[src/design/lcdw_pkg.sv]
`default_nettype none

package lcdw_pkg;

    localparam int QUEUE_DEPTH_DEF = 64;
    localparam int LEVEL_W         = 7;
    localparam int CFG_INDEX_W     = 3;
    localparam int OPQ_DEPTH       = 2;

    localparam logic [1:0] FUNC_TICK     = 2'd0;
    localparam logic [1:0] FUNC_PUSH_RAW = 2'd1;
    localparam logic [1:0] FUNC_PUSH_POS = 2'd2;

    localparam logic [7:0] CURSOR_BASE_ROW0 = 8'h80;
    localparam logic [7:0] CURSOR_BASE_ROW1 = 8'hC0;
    localparam logic [7:0] RECORD_END       = 8'h00;

    localparam logic [CFG_INDEX_W-1:0] CFG_CMD_NIBBLE_TICKS  = 3'd0;
    localparam logic [CFG_INDEX_W-1:0] CFG_POS_NIBBLE_TICKS  = 3'd1;
    localparam logic [CFG_INDEX_W-1:0] CFG_CHAR_NIBBLE_TICKS = 3'd2;
    localparam logic [CFG_INDEX_W-1:0] CFG_SETTLE_TICKS      = 3'd3;
    localparam logic [CFG_INDEX_W-1:0] CFG_CHAR_SETTLE_TICKS = 3'd4;

    localparam logic [7:0] CMD_NIBBLE_TICKS_RST  = 8'd2;
    localparam logic [7:0] POS_NIBBLE_TICKS_RST  = 8'd1;
    localparam logic [7:0] CHAR_NIBBLE_TICKS_RST = 8'd1;
    localparam logic [7:0] SETTLE_TICKS_RST      = 8'd4;
    localparam logic [7:0] CHAR_SETTLE_TICKS_RST = 8'd1;

    typedef enum logic [1:0] {
        OP_TICK,
        OP_PUSH,
        OP_NOP
    } t_op_kind;

    typedef struct packed {
        t_op_kind   kind;
        logic [7:0] data;
    } t_op;

    typedef struct packed {
        logic                   valid;
        logic [CFG_INDEX_W-1:0] index;
        logic [7:0]             data;
    } t_cfg_wr;

    typedef enum logic [3:0] {
        PH_IDLE,
        PH_CMD_HI,
        PH_CMD_LO,
        PH_CMD_LATCH,
        PH_POS_HI,
        PH_POS_LO,
        PH_POS_LATCH,
        PH_CHR_HI,
        PH_CHR_LO,
        PH_CHR_LATCH
    } t_phase;

endpackage

`default_nettype wire

[src/design/char_lcd_queued_nibble_writer.sv]
`default_nettype none

// Character LCD writer for the 4-bit bus of a standard character display controller. Items
// either push a byte (raw, or a cursor byte built from row and column) into a byte ring queue,
// or tick the sequencer, which sends each queued record (command, cursor byte, characters up to
// a zero byte) as high nibble, low nibble and strobe release, with the configured hold and
// settle waits counted in ticks. One item is accepted every clock cycle for as long as the
// result side keeps up; each result passes through the two-entry item queue of the front end
// and then the output registers of the back end, where a single queue write or a single
// sequencer step with one registered read of the byte RAM is done per cycle. Every item gives
// exactly one result, carrying the pin levels, the busy flag, the drop flag and the queue level
// after that item. The configuration port is always ready and is to be written only while idle.
module char_lcd_queued_nibble_writer #(
    parameter int QUEUE_DEPTH = lcdw_pkg::QUEUE_DEPTH_DEF
) (
    input  wire logic                                   i_clk,
    input  wire logic                                   i_rst_n,
    input  wire logic                                   i_in_valid,
    output logic                                        o_in_stall,
    input  wire logic [1:0]                             i_func,
    input  wire logic [7:0]                             i_push_byte,
    input  wire logic                                   i_row,
    input  wire logic [5:0]                             i_column,
    output logic                                        o_out_valid,
    input  wire logic                                   i_out_stall,
    output logic                                        o_lcd_rs,
    output logic                                        o_lcd_e,
    output logic [3:0]                                  o_lcd_nibble,
    output logic                                        o_busy_res,
    output logic                                        o_dropped,
    output logic [lcdw_pkg::LEVEL_W-1:0]                o_queue_level,
    input  wire logic                                   i_cfg_valid,
    output logic                                        o_cfg_ready,
    input  wire logic [lcdw_pkg::CFG_INDEX_W-1:0]       i_cfg_index,
    input  wire logic [7:0]                             i_cfg_data
);

    import lcdw_pkg::*;

    t_cfg_wr cfg_wr;
    t_op     op;
    logic    op_valid;
    logic    op_take;

    assign o_cfg_ready  = 1'b1;
    assign cfg_wr.valid = i_cfg_valid;
    assign cfg_wr.index = i_cfg_index;
    assign cfg_wr.data  = i_cfg_data;

    lcdw_front u_front (
        .i_clk       (i_clk),
        .i_rst_n     (i_rst_n),
        .i_in_valid  (i_in_valid),
        .o_in_stall  (o_in_stall),
        .i_func      (i_func),
        .i_push_byte (i_push_byte),
        .i_row       (i_row),
        .i_column    (i_column),
        .o_op_valid  (op_valid),
        .o_op        (op),
        .i_op_take   (op_take)
    );

    lcdw_back #(
        .QUEUE_DEPTH (QUEUE_DEPTH)
    ) u_back (
        .i_clk         (i_clk),
        .i_rst_n       (i_rst_n),
        .i_cfg         (cfg_wr),
        .i_op_valid    (op_valid),
        .i_op          (op),
        .o_op_take     (op_take),
        .o_out_valid   (o_out_valid),
        .i_out_stall   (i_out_stall),
        .o_lcd_rs      (o_lcd_rs),
        .o_lcd_e       (o_lcd_e),
        .o_lcd_nibble  (o_lcd_nibble),
        .o_busy_res    (o_busy_res),
        .o_dropped     (o_dropped),
        .o_queue_level (o_queue_level)
    );

    // A dropped push can only have met a full queue.
    a_drop_full : assert property (@(posedge i_clk) disable iff (!i_rst_n)
        (o_out_valid && o_dropped) |-> (o_queue_level == LEVEL_W'(QUEUE_DEPTH)))
        else $error("dropped push reported with a queue that is not full");

    // The strobe is only ever raised by a sequencer that is working through a record.
    a_strobe_busy : assert property (@(posedge i_clk) disable iff (!i_rst_n)
        $rose(o_lcd_e) |-> o_busy_res)
        else $error("strobe raised while the sequencer is idle");

    // A record ends only after the strobe of its last character has been released.
    a_idle_strobe : assert property (@(posedge i_clk) disable iff (!i_rst_n)
        !o_busy_res |-> !o_lcd_e)
        else $error("strobe left high with the sequencer idle");

    // An item waiting at the front end is taken once the result side is free.
    a_progress : assert property (@(posedge i_clk) disable iff (!i_rst_n)
        (op_valid && !i_out_stall) |-> op_take)
        else $error("queued item not taken with the result side free");

endmodule

`default_nettype wire

[src/design/lcdw_ram.sv]
`default_nettype none

module lcdw_ram #(
    parameter int WIDTH = 8,
    parameter int DEPTH = 64
) (
    input  wire logic                     i_clk,
    input  wire logic                     i_we,
    input  wire logic [$clog2(DEPTH)-1:0] i_waddr,
    input  wire logic [WIDTH-1:0]         i_wdata,
    input  wire logic [$clog2(DEPTH)-1:0] i_raddr,
    output logic      [WIDTH-1:0]         o_rdata
);

    logic [WIDTH-1:0] r_mem [DEPTH];
    logic [WIDTH-1:0] r_rdata;

    always_ff @(posedge i_clk) begin
        if (i_we) begin
            r_mem[i_waddr] <= i_wdata;
        end
        r_rdata <= r_mem[i_raddr];
    end

    assign o_rdata = r_rdata;

endmodule

`default_nettype wire

[src/design/lcdw_front.sv]
`default_nettype none

module lcdw_front (
    input  wire logic          i_clk,
    input  wire logic          i_rst_n,
    input  wire logic          i_in_valid,
    output logic               o_in_stall,
    input  wire logic [1:0]    i_func,
    input  wire logic [7:0]    i_push_byte,
    input  wire logic          i_row,
    input  wire logic [5:0]    i_column,
    output logic               o_op_valid,
    output lcdw_pkg::t_op      o_op,
    input  wire logic          i_op_take
);

    import lcdw_pkg::*;

    t_op        slot_in;
    t_op        r_slot [OPQ_DEPTH];
    logic       r_wptr;
    logic       r_rptr;
    logic [1:0] r_count;
    logic [1:0] n_count;
    logic       accept;

    always_comb begin
        slot_in.data = i_push_byte;
        unique case (i_func)
            FUNC_TICK: begin
                slot_in.kind = OP_TICK;
            end
            FUNC_PUSH_RAW: begin
                slot_in.kind = OP_PUSH;
            end
            FUNC_PUSH_POS: begin
                slot_in.kind = OP_PUSH;
                slot_in.data = (i_row ? CURSOR_BASE_ROW1 : CURSOR_BASE_ROW0) | {2'b00, i_column};
            end
            default: begin
                slot_in.kind = OP_NOP;
            end
        endcase
    end

    assign o_in_stall = (r_count == 2'(OPQ_DEPTH));
    assign accept     = i_in_valid && !o_in_stall;
    assign o_op_valid = (r_count != 2'd0);
    assign o_op       = r_slot[r_rptr];

    always_comb begin
        n_count = r_count;
        if (accept && !i_op_take) begin
            n_count = r_count + 2'd1;
        end else if (!accept && i_op_take) begin
            n_count = r_count - 2'd1;
        end
    end

    always_ff @(posedge i_clk) begin
        if (accept) begin
            r_slot[r_wptr] <= slot_in;
        end
    end

    always_ff @(posedge i_clk) begin
        if (!i_rst_n) begin
            r_wptr  <= 1'b0;
            r_rptr  <= 1'b0;
            r_count <= 2'd0;
        end else begin
            if (accept) begin
                r_wptr <= ~r_wptr;
            end
            if (i_op_take) begin
                r_rptr <= ~r_rptr;
            end
            r_count <= n_count;
        end
    end

endmodule

`default_nettype wire

[src/design/lcdw_back.sv]
`default_nettype none

module lcdw_back #(
    parameter int QUEUE_DEPTH = lcdw_pkg::QUEUE_DEPTH_DEF
) (
    input  wire logic                               i_clk,
    input  wire logic                               i_rst_n,
    input  wire lcdw_pkg::t_cfg_wr                  i_cfg,
    input  wire logic                               i_op_valid,
    input  wire lcdw_pkg::t_op                      i_op,
    output logic                                    o_op_take,
    output logic                                    o_out_valid,
    input  wire logic                               i_out_stall,
    output logic                                    o_lcd_rs,
    output logic                                    o_lcd_e,
    output logic [3:0]                              o_lcd_nibble,
    output logic                                    o_busy_res,
    output logic                                    o_dropped,
    output logic [lcdw_pkg::LEVEL_W-1:0]            o_queue_level
);

    import lcdw_pkg::*;

    localparam int AW = $clog2(QUEUE_DEPTH);
    localparam int CW = $clog2(QUEUE_DEPTH + 1);
    localparam int LW = (CW > LEVEL_W) ? CW : LEVEL_W;

    logic [7:0]    r_cmd_ticks;
    logic [7:0]    r_pos_ticks;
    logic [7:0]    r_chr_ticks;
    logic [7:0]    r_settle_ticks;
    logic [7:0]    r_chr_settle_ticks;

    logic [AW-1:0] r_ridx;
    logic [AW-1:0] n_ridx;
    logic [AW-1:0] r_widx;
    logic [AW-1:0] n_widx;
    logic [CW-1:0] r_fill;
    logic [CW-1:0] n_fill;
    logic [LW-1:0] fill_ext;

    t_phase        r_phase;
    t_phase        n_phase;
    logic [7:0]    r_wait;
    logic [7:0]    n_wait;
    logic          r_rs;
    logic          n_rs;
    logic          r_e;
    logic          n_e;
    logic [3:0]    r_nib;
    logic [3:0]    n_nib;
    logic          r_out_valid;
    logic          n_out_valid;
    logic          r_dropped;
    logic          n_dropped;

    logic          r_byp_valid;
    logic [7:0]    r_byp_data;
    logic [7:0]    ram_rdata;
    logic [7:0]    head;

    logic          fire;
    logic          is_tick;
    logic          is_push;
    logic          full;
    logic          do_write;
    logic          do_step;
    logic          pop;
    logic [7:0]    hold_ticks;

    assign fire     = i_op_valid && (!r_out_valid || !i_out_stall);
    assign is_tick  = fire && (i_op.kind == OP_TICK);
    assign is_push  = fire && (i_op.kind == OP_PUSH);
    assign full     = (r_fill == CW'(QUEUE_DEPTH));
    assign do_write = is_push && !full;
    assign do_step  = is_tick && (r_wait == 8'd0) && (r_fill != '0);
    assign head     = r_byp_valid ? r_byp_data : ram_rdata;

    assign o_op_take = fire;

    lcdw_ram #(
        .WIDTH (8),
        .DEPTH (QUEUE_DEPTH)
    ) u_queue (
        .i_clk   (i_clk),
        .i_we    (do_write),
        .i_waddr (r_widx),
        .i_wdata (i_op.data),
        .i_raddr (n_ridx),
        .o_rdata (ram_rdata)
    );

    // The sequencer holds its phase while the queue is empty.
    always_comb begin
        n_phase = r_phase;
        if (do_step) begin
            unique case (r_phase)
                PH_IDLE:      n_phase = PH_CMD_HI;
                PH_CMD_HI:    n_phase = PH_CMD_LO;
                PH_CMD_LO:    n_phase = PH_CMD_LATCH;
                PH_CMD_LATCH: n_phase = PH_POS_HI;
                PH_POS_HI:    n_phase = PH_POS_LO;
                PH_POS_LO:    n_phase = PH_POS_LATCH;
                PH_POS_LATCH: n_phase = PH_CHR_HI;
                PH_CHR_HI:    n_phase = (head == RECORD_END) ? PH_IDLE : PH_CHR_LO;
                PH_CHR_LO:    n_phase = PH_CHR_LATCH;
                PH_CHR_LATCH: n_phase = PH_CHR_HI;
                default:      n_phase = PH_IDLE;
            endcase
        end
    end

    always_comb begin
        unique case (r_phase)
            PH_CMD_HI, PH_CMD_LO: hold_ticks = r_cmd_ticks;
            PH_POS_HI, PH_POS_LO: hold_ticks = r_pos_ticks;
            default:              hold_ticks = r_chr_ticks;
        endcase
    end

    always_comb begin
        n_rs   = r_rs;
        n_e    = r_e;
        n_nib  = r_nib;
        n_wait = r_wait;
        pop    = 1'b0;
        if (is_tick && (r_wait != 8'd0)) begin
            n_wait = r_wait - 8'd1;
        end
        if (do_step) begin
            unique case (r_phase)
                PH_CMD_HI, PH_POS_HI: begin
                    n_rs   = 1'b0;
                    n_nib  = head[7:4];
                    n_e    = 1'b1;
                    n_wait = hold_ticks;
                end
                PH_CHR_HI: begin
                    if (head == RECORD_END) begin
                        pop = 1'b1;
                    end else begin
                        n_rs   = 1'b1;
                        n_nib  = head[7:4];
                        n_e    = 1'b1;
                        n_wait = hold_ticks;
                    end
                end
                PH_CMD_LO, PH_POS_LO, PH_CHR_LO: begin
                    n_nib  = head[3:0];
                    n_e    = 1'b1;
                    n_wait = hold_ticks;
                end
                PH_CMD_LATCH, PH_POS_LATCH: begin
                    n_e    = 1'b0;
                    pop    = 1'b1;
                    n_wait = r_settle_ticks;
                end
                PH_CHR_LATCH: begin
                    n_e    = 1'b0;
                    pop    = 1'b1;
                    n_wait = r_chr_settle_ticks;
                end
                default: begin
                end
            endcase
        end
    end

    always_comb begin
        n_ridx = r_ridx;
        if (pop) begin
            n_ridx = (r_ridx == AW'(QUEUE_DEPTH - 1)) ? '0 : r_ridx + AW'(1);
        end
        n_widx = r_widx;
        if (do_write) begin
            n_widx = (r_widx == AW'(QUEUE_DEPTH - 1)) ? '0 : r_widx + AW'(1);
        end
        n_fill = r_fill;
        if (do_write) begin
            n_fill = r_fill + CW'(1);
        end else if (pop) begin
            n_fill = r_fill - CW'(1);
        end
        n_dropped   = fire ? (is_push && full) : r_dropped;
        n_out_valid = fire ? 1'b1 : (i_out_stall ? r_out_valid : 1'b0);
    end

    // A write to the address being read this cycle is forwarded past the RAM.
    always_ff @(posedge i_clk) begin
        r_byp_data <= i_op.data;
    end

    always_ff @(posedge i_clk) begin
        if (!i_rst_n) begin
            r_cmd_ticks        <= CMD_NIBBLE_TICKS_RST;
            r_pos_ticks        <= POS_NIBBLE_TICKS_RST;
            r_chr_ticks        <= CHAR_NIBBLE_TICKS_RST;
            r_settle_ticks     <= SETTLE_TICKS_RST;
            r_chr_settle_ticks <= CHAR_SETTLE_TICKS_RST;
        end else if (i_cfg.valid) begin
            unique case (i_cfg.index)
                CFG_CMD_NIBBLE_TICKS:  r_cmd_ticks        <= i_cfg.data;
                CFG_POS_NIBBLE_TICKS:  r_pos_ticks        <= i_cfg.data;
                CFG_CHAR_NIBBLE_TICKS: r_chr_ticks        <= i_cfg.data;
                CFG_SETTLE_TICKS:      r_settle_ticks     <= i_cfg.data;
                CFG_CHAR_SETTLE_TICKS: r_chr_settle_ticks <= i_cfg.data;
                default: begin
                end
            endcase
        end
    end

    always_ff @(posedge i_clk) begin
        if (!i_rst_n) begin
            r_ridx      <= '0;
            r_widx      <= '0;
            r_fill      <= '0;
            r_phase     <= PH_IDLE;
            r_wait      <= 8'd0;
            r_rs        <= 1'b0;
            r_e         <= 1'b0;
            r_nib       <= 4'd0;
            r_out_valid <= 1'b0;
            r_dropped   <= 1'b0;
            r_byp_valid <= 1'b0;
        end else begin
            r_ridx      <= n_ridx;
            r_widx      <= n_widx;
            r_fill      <= n_fill;
            r_phase     <= n_phase;
            r_wait      <= n_wait;
            r_rs        <= n_rs;
            r_e         <= n_e;
            r_nib       <= n_nib;
            r_out_valid <= n_out_valid;
            r_dropped   <= n_dropped;
            r_byp_valid <= do_write && (r_widx == n_ridx);
        end
    end

    assign fill_ext      = LW'(r_fill);
    assign o_out_valid   = r_out_valid;
    assign o_lcd_rs      = r_rs;
    assign o_lcd_e       = r_e;
    assign o_lcd_nibble  = r_nib;
    assign o_busy_res    = (r_phase != PH_IDLE);
    assign o_dropped     = r_dropped;
    assign o_queue_level = fill_ext[LEVEL_W-1:0];

endmodule

`default_nettype wire
[config.mk]
export PLATFORM = sky130hd
export DESIGN_NAME = char_lcd_queued_nibble_writer
export DESIGN_NICKNAME = d
export VERILOG_FILES = /design/src/design/lcdw_pkg.sv /design/src/design/char_lcd_queued_nibble_writer.sv /design/src/design/lcdw_ram.sv /design/src/design/lcdw_front.sv /design/src/design/lcdw_back.sv
export SDC_FILE = /design/constraint.sdc
export NUM_CORES = 1
export LEC_CHECK = 0
export BUFFER_PORTS_ARGS = -buffer_cell sky130_fd_sc_hd__buf_2
export CAP_MARGIN = 20
export CORE_UTILIZATION = 45
export CTS_CLUSTER_SIZE = 28
export DETAILED_ROUTE_END_ITERATION = 16
export GPL_TIMING_DRIVEN = 1
export PLACE_DENSITY = 0.63
export SYNTH_ARGS = -nofsm -noshare
export SYNTH_HDL_FRONTEND = slang
export SYNTH_SLANG_ARGS = --single-unit
[constraint.sdc]
create_clock -name i_clk -period 5.2 [get_ports i_clk]
set_input_delay 0.26 -clock i_clk [delete_from_list [all_inputs] [get_ports i_clk]]
set_output_delay 0.26 -clock i_clk [all_outputs]
set_load 0.05 [all_outputs]
==> results of run 1 <==
==> worst max-delay path, stage by stage, from the launching register on <==
cell      delay (ns)
dfxtp_1         0.33
inv_1           0.06
ha_1            0.15
or4b_4          0.48
a211oi_2        0.34
or4b_1          0.46
mux2_2          0.28
buf_4           0.31
nand2_4         0.29
buf_12          0.39
nand2_1         0.12
a31oi_1         0.32
a211oi_1        0.12
o311ai_0        0.74
o211a_1         0.29
==> power groups by stage <==
stage               Clock (uW)  Sequential (uW)  Combinational [uW]
global placement             0             6240                1400
CTS                       4570             6140                1450
floorplan                    0             6250                 814
global route              4770             6160                1560
finish                    4520             6150                1450
detailed placement           0             6250                1440
==> registers in the layout, summed over array words and instances, names as in the netlist, 2 cells and up, named ones only <==
signal / cells
u_back.o_lcd_nibble: 4
u_back.o_queue_level: 7
u_back.r_byp_data: 8
u_back.r_chr_settle_ticks: 8
u_back.r_chr_ticks: 8
u_back.r_cmd_ticks: 8
u_back.r_phase: 4
u_back.r_pos_ticks: 8
u_back.r_ridx: 6
u_back.r_settle_ticks: 8
u_back.r_wait: 8
u_back.r_widx: 6
u_back.u_queue.o_rdata: 8
u_back.u_queue.r_mem: 512
u_front.r_count: 2
u_front.r_slot: 20
==> layer usage <==
metal	global-route usage [%]	share of wire, %
met1	34.2	43
met2	38.5	47
met3	4.56	7.7
met4	7.42	2.6
met5	0	0
==> area by class of cell <==
class                   instances  area [um2]  area share (%)
clock inverters                22         149           0.499
repair buffers                143        1090            3.67
flip-flops and latches        633       18000            60.4
well taps                     765         957            3.21
multi-input cells            1244        7700            25.8
inverters                       9        33.8           0.113
clock buffers                  97        1880            6.32
==> worst max-delay path by stage <==
stage	from	endpoint	slack, ns	depth (start not counted)
6_report	u_back.r_wait[0]	u_back.u_queue.o_rdata[4]	0.32	14
3_3_place_gp	u_back.r_wait[0]	u_back.u_queue.o_rdata[4]	0.41	14
2_1_floorplan	u_back.r_wait[0]	u_back.u_queue.o_rdata[5]	1.50	16
5_1_grt	u_back.r_wait[0]	u_back.u_queue.o_rdata[4]	0.08	14
3_5_place_dp	u_back.r_wait[0]	u_back.u_queue.o_rdata[4]	0.46	14
4_1_cts	u_back.r_wait[0]	u_back.u_queue.o_rdata[4]	0.42	14
==> through the flow <==
| step | std cells | utilization, % | area [um2] | hold WS [ns] |
|---|---|---|---|---|
| CTS | 2913 | 51.8 | 29800 | 0.00266 |
| finish | 2913 | 51.8 | 29800 | 0.0302 |
| detailed placement | 2772 | 47.9 | 27600 | 0.459 |
| global placement | 2772 | 47.9 | 27600 | 0.449 |
| floorplan | 2010 | - | 26200 | 0.384 |
| global route | 2913 | 51.8 | 29800 | 0.0166 |
==> layout by cell type (no fill, tap or decap), types with 36 or more instances in the layout <==
cell	synthesis	layout
a31oi_1	54	54
a21boi_0	39	39
nor2_1	110	108
edfxtp_1	532	532
a211oi_1	44	44
clkbuf_16	0	70
and3_1	59	59
nand3_1	74	74
dfxtp_1	101	101
nand2_1	362	361
buf_4	5	65
mux2i_1	99	98
a21oi_1	38	36
buf_2	29	49
==> cells by family after synthesis <==
| kind of cell | synth area share [%] |
|---|---|
| AOI/OAI and AO/OA | 9.87 |
| xor gates and xnor gates | 1.00 |
| adders and majority gates | 0.601 |
| buffers and inverters | 2.34 |
| DFF | 68.6 |
| muxes | 4.85 |
| other | 0.0143 |
| and+or+nand+nor | 12.7 |
==> timing repair <==
action / CTS / global route
hold buffers: 22 / 0
setup endpoints to repair: 0 / 0
endpoints found under the hold margin: 55 / 0
resized for setup: 0 / 0
==> results.toml, run 1 <==
[timing]
finalMaxSlewViolations = 0
setup_tns_ns = 0
finalCritPeriodShare_pct = 93.8
slew-limit-headroom_pct = 28.1
rsz0062_at_grt = "no"
fin_worst_skew_ns = 0.0304
fin_crit_ns = 4.88
max_freq_ghz = 0.205
tightest_slew_ns = 1.07
setup_slack_ns = 0.320
hold_viol = 0
setup_viol = 0

[detailed_routing]
num_vias = 17500
drt-vias-per-instance = 6.00
post-route-drc-count = 0
drt_first_pass_iters = 7
wl_per_cell_um = 25.0
postRouteAntennaNets = 0
drt-initial-drc-count = 2016
drt-total-wl_mm = 72.7

[placement]
place_congestion = 0.869
pre_cts_ws_ns = 0.462
port_buffers = 49
hpwl_mm = 45.5

[min_path]
min_to = "u_front.r_slot[1][5]"
hold_class = "in2reg"
holdCritStartpoint = "i_column[5]"
holdPathStages = 2

[pwr]
clkPwrFrac_pct = 37.3
pwr-share-comb_pct = 11.9
p_int_uw = 8990
pwr_density_cell_nw_per_um2 = 406
switchingPower_uw = 3120
vdd_drop_max_mv = 0.324
p_total_uw = 12100
leakage_uw = 0.0105
switching_share_pct = 25.8
p_seq_share_pct = 50.7

[synthesis]
synth_common_cells = "edfxtp_1 (532), nand2_1 (362), nor2_1 (110)"
synth_edf_count = 532
synth_top_cell_area_share_pct = 60.9
netlist_area_um2 = 26200
ys_seq_area_share_pct = 68.6
syn_avg_cell_area_um2 = 13.0
yosys_register_bits = 633
post_synth_num_cell_types = 72
synth_area_leaders = "edfxtp_1 (61%), dfxtp_1 (7.7%), nand2_1 (5.2%)"
async_reset_ff_share_pct = 0
synth-main-ff-cell = "edfxtp_1"
yosys_warnings = 0
yosys.cell_count.top_type = "edfxtp_1"
synth_top_area_cell = "edfxtp_1"
syn-instance-count = 2010
syn_nets = 2055

[finish]
area_delta_synth_final_pct = 13.7
fillers = 4828
antenna_cells = 0
drive_above_1_share_pct = 11.6
nets = 2145

[setup_path]
critPathMaxFanout = 91
worst_r2r_path_depth = 14
r2r_end = "u_back.u_queue.o_rdata[4]"
r2r_slack_ns = 0.32
r2r-start = "u_back.r_wait[0]"
critical_path_class = "reg2reg"
end_kind = "flop"
required_ns = 5.72
worstPathArrival_ns = 5.40
startpoint_type = "flop"

[floorplanning]
fp.dieW_um = 243
core_um2 = 57600
pin_count = 51
dieHeight_um = 243
die-area_um2 = 59200
core.rowCount = 88
initial_utilization_pct = 45.5

[cts]
clock_path_buffers = 3
cts_tree = "yes"
clk_pin_slew_ns = 0.06
cts_setup_buffers = 0
clock_latency_ns = 0.61
cts.sinks = 633
htreeDepth = 3
clockRootBuffer = "clkbuf_16"
numCtsBuffers = 69

[grt]
grt_pass1_vias = 16700
grt_util_all_layers_pct = 24.4
antenna_found_initial = 1
grt_max_degree = 92
grt_pass1_wl_mm = 108
grt_remaining_overflow = 0

[run]
max_cap_violations = 0

[status]
status = "complete, no violations"
Power figures use the tool's default switching activity.
==> run 2: changes to the inputs <==
Settings changed: PLACE_DENSITY 0.63 to unset, PLACE_DENSITY_LB_ADDON set to 0.12, SLEW_MARGIN set to 20.
==> run 2 against run 1 <==
Net effect: die area did not move; setup slack got worse by 0.0057 ns; core utilization decreased by 0.14 points; first-iteration DRC count decreased by 17%; sequential share of layout area increased by 0.17 points; sequential power about the same; count of clock-buffer cells in the layout down 7; critical path depth shrank 1; via count decreased by 1.9%; combinational power hardly changed; non-clock buffer count is 13 lower; design area down 0.28%.
==> results.toml, run 2 (same netlist as run 1, synthesis figures left out) <==
[detailed_routing]
post-route-drc-count = 0
drt-initial-drc-count = 1669
drt-vias-per-instance = 5.93
drt_first_pass_iters = 6
wl_per_cell_um = 25.4
num_vias = 17200
drt-total-wl_mm = 73.3
postRouteAntennaNets = 0

[finish]
nets = 2131
area_delta_synth_final_pct = 13.4
final_cell_mix = "edfxtp_1 (532), nand2_1 (361), nor2_1 (108)"
stdcell_count = 2892
largest_reg_flops = 512
layout_commonest_cell = "edfxtp_1"
regMostFlops = "u_back.u_queue.r_mem"
fin_area_um2 = 29700
antenna_cells = 0
drive_above_1_share_pct = 11.0
reg_top3 = "u_back.u_queue.r_mem: 512 flops, u_front.r_slot: 20 flops"

[placement]
placed_cells = 2756
port_buffers = 49
hpwl_mm = 46.0
placed_area_um2 = 27400
place_congestion = 0.869

[setup_path]
end_kind = "flop"
startpoint_type = "flop"
required_ns = 5.69
critPathBufInv = 3
path_cells = "inv_1 -> ha_1 -> or4b_4 -> a211oi_2 -> and2_1 -> mux2i_4 -> buf_4 -> nand2_4 -> buf_4 -> a2111oi_0 -> a211oi_1 -> a32oi_1 -> or4b_1"
cp_top_family = "simple AND/OR/NAND/NOR gates"
crit_top_cell = "buf_4"
critPathMaxFanout = 40
critical_path_class = "reg2reg"
worstPathArrival_ns = 5.37
worst_path_largest_cell_delay_ns = 0.51
slowest_stage = "a32oi_1"

[timing]
holdWs_ns = 0.0362
finalCritPeriodShare_pct = 94.0
tightest_slew_ns = 1.03
fin_worst_skew_ns = 0.0223
setup_viol = 0
slew-limit-headroom_pct = 31.4
hold_viol = 0
setup_tns_ns = 0
finalMaxSlewViolations = 0
max_freq_ghz = 0.205
rsz0062_at_grt = "no"
fin_crit_ns = 4.89

[grt]
grt_util_all_layers_pct = 24.8
grt_max_degree = 93
antenna_found_initial = 1
grt_pass1_wl_mm = 110
grt_pass1_vias = 16600
grt_remaining_overflow = 0

[pwr]
p_seq_share_pct = 50.3
clkPwrFrac_pct = 37.7
leakage_uw = 0.0104
p_int_uw = 9120
vdd_drop_max_mv = 0.244
switchingPower_uw = 3090
pwr-share-comb_pct = 12.0
pwr_density_cell_nw_per_um2 = 411
switching_share_pct = 25.3
p_total_uw = 12200

[cts]
clockRootBuffer = "clkbuf_16"
numCtsBuffers = 68
clk_pin_slew_ns = 0.06
clock_path_buffers = 3
cts.sinks = 633
clock_latency_ns = 0.62
cts_tree = "yes"
htreeDepth = 3
ctsResizeCount = 0

[floorplanning]
core.rowCount = 88
initial_utilization_pct = 45.5
fp.dieW_um = 243
core_um2 = 57600
pin_count = 51
dieHeight_um = 243
die-area_um2 = 59200

[status]
status = "complete, no violations"

[run]
max_cap_violations = 0

[min_path]
hold_class = "in2reg"
## run 2: through the flow
| step | util (%) | setup WS (ns) |
|---|---|---|
| 2_1_floorplan | - | 1.50 |
| 3_3_place_gp | 47.6 | 0.445 |
| 3_5_place_dp | 47.6 | 0.395 |
| 4_1_cts | 51.6 | 0.386 |
| 5_1_grt | 51.6 | 0.154 |
| 6_report | 51.6 | 0.314 |
## run 2: timing repair
| item | CTS | global route |
|---|---|---|
| hold buffers | 25 | 0 |
| buffers inserted | 0 | 0 |
| endpoints found under the hold margin | 59 | 0 |
## run 2: metal layers
layer / vias to the layer above / routed length (um) / global-route usage, %
met5: - / 13 / 0
met4: 2 / 1650 / 7.07
met3: 123 / 5580 / 5.17
met2: 673 / 33700 / 38.5
met1: 8627 / 32400 / 35.2
li1: 7729 / - / -
## run 2: layout make-up
| class | count | area [um2] |
|---|---|---|
| fillers | 4869 | 27900 |
| flip-flops and latches | 633 | 18000 |
| multi-input cells | 1244 | 7690 |
| clock buffers | 90 | 1860 |
| repair buffers | 130 | 991 |
| well taps | 765 | 957 |
| clock inverters | 21 | 199 |
| inverters | 9 | 33.8 |
## run 2: final timing paths
path	cells past startpoint	from	slack, ns	to
worst max-delay path	13	u_back.r_wait[0]	0.31	u_back.u_queue.o_rdata[5]
worst min register to register	2	u_back.r_pos_ticks[4]	0.47	u_back.r_pos_ticks[4]
worst max register to register	13	u_back.r_wait[0]	0.31	u_back.u_queue.o_rdata[5]
worst min-delay path	2	i_func[1]	0.04	u_front.r_slot[0][9]
## run 2: power by group through the flow
stage	Sequential (uW)	Combinational, uW	Clock, uW
after floorplan	6250	814	0
after CTS	6140	1480	4670
after global placement	6240	1440	0
after detailed placement	6250	1460	0
final	6150	1460	4600
after global routing	6160	1580	4850
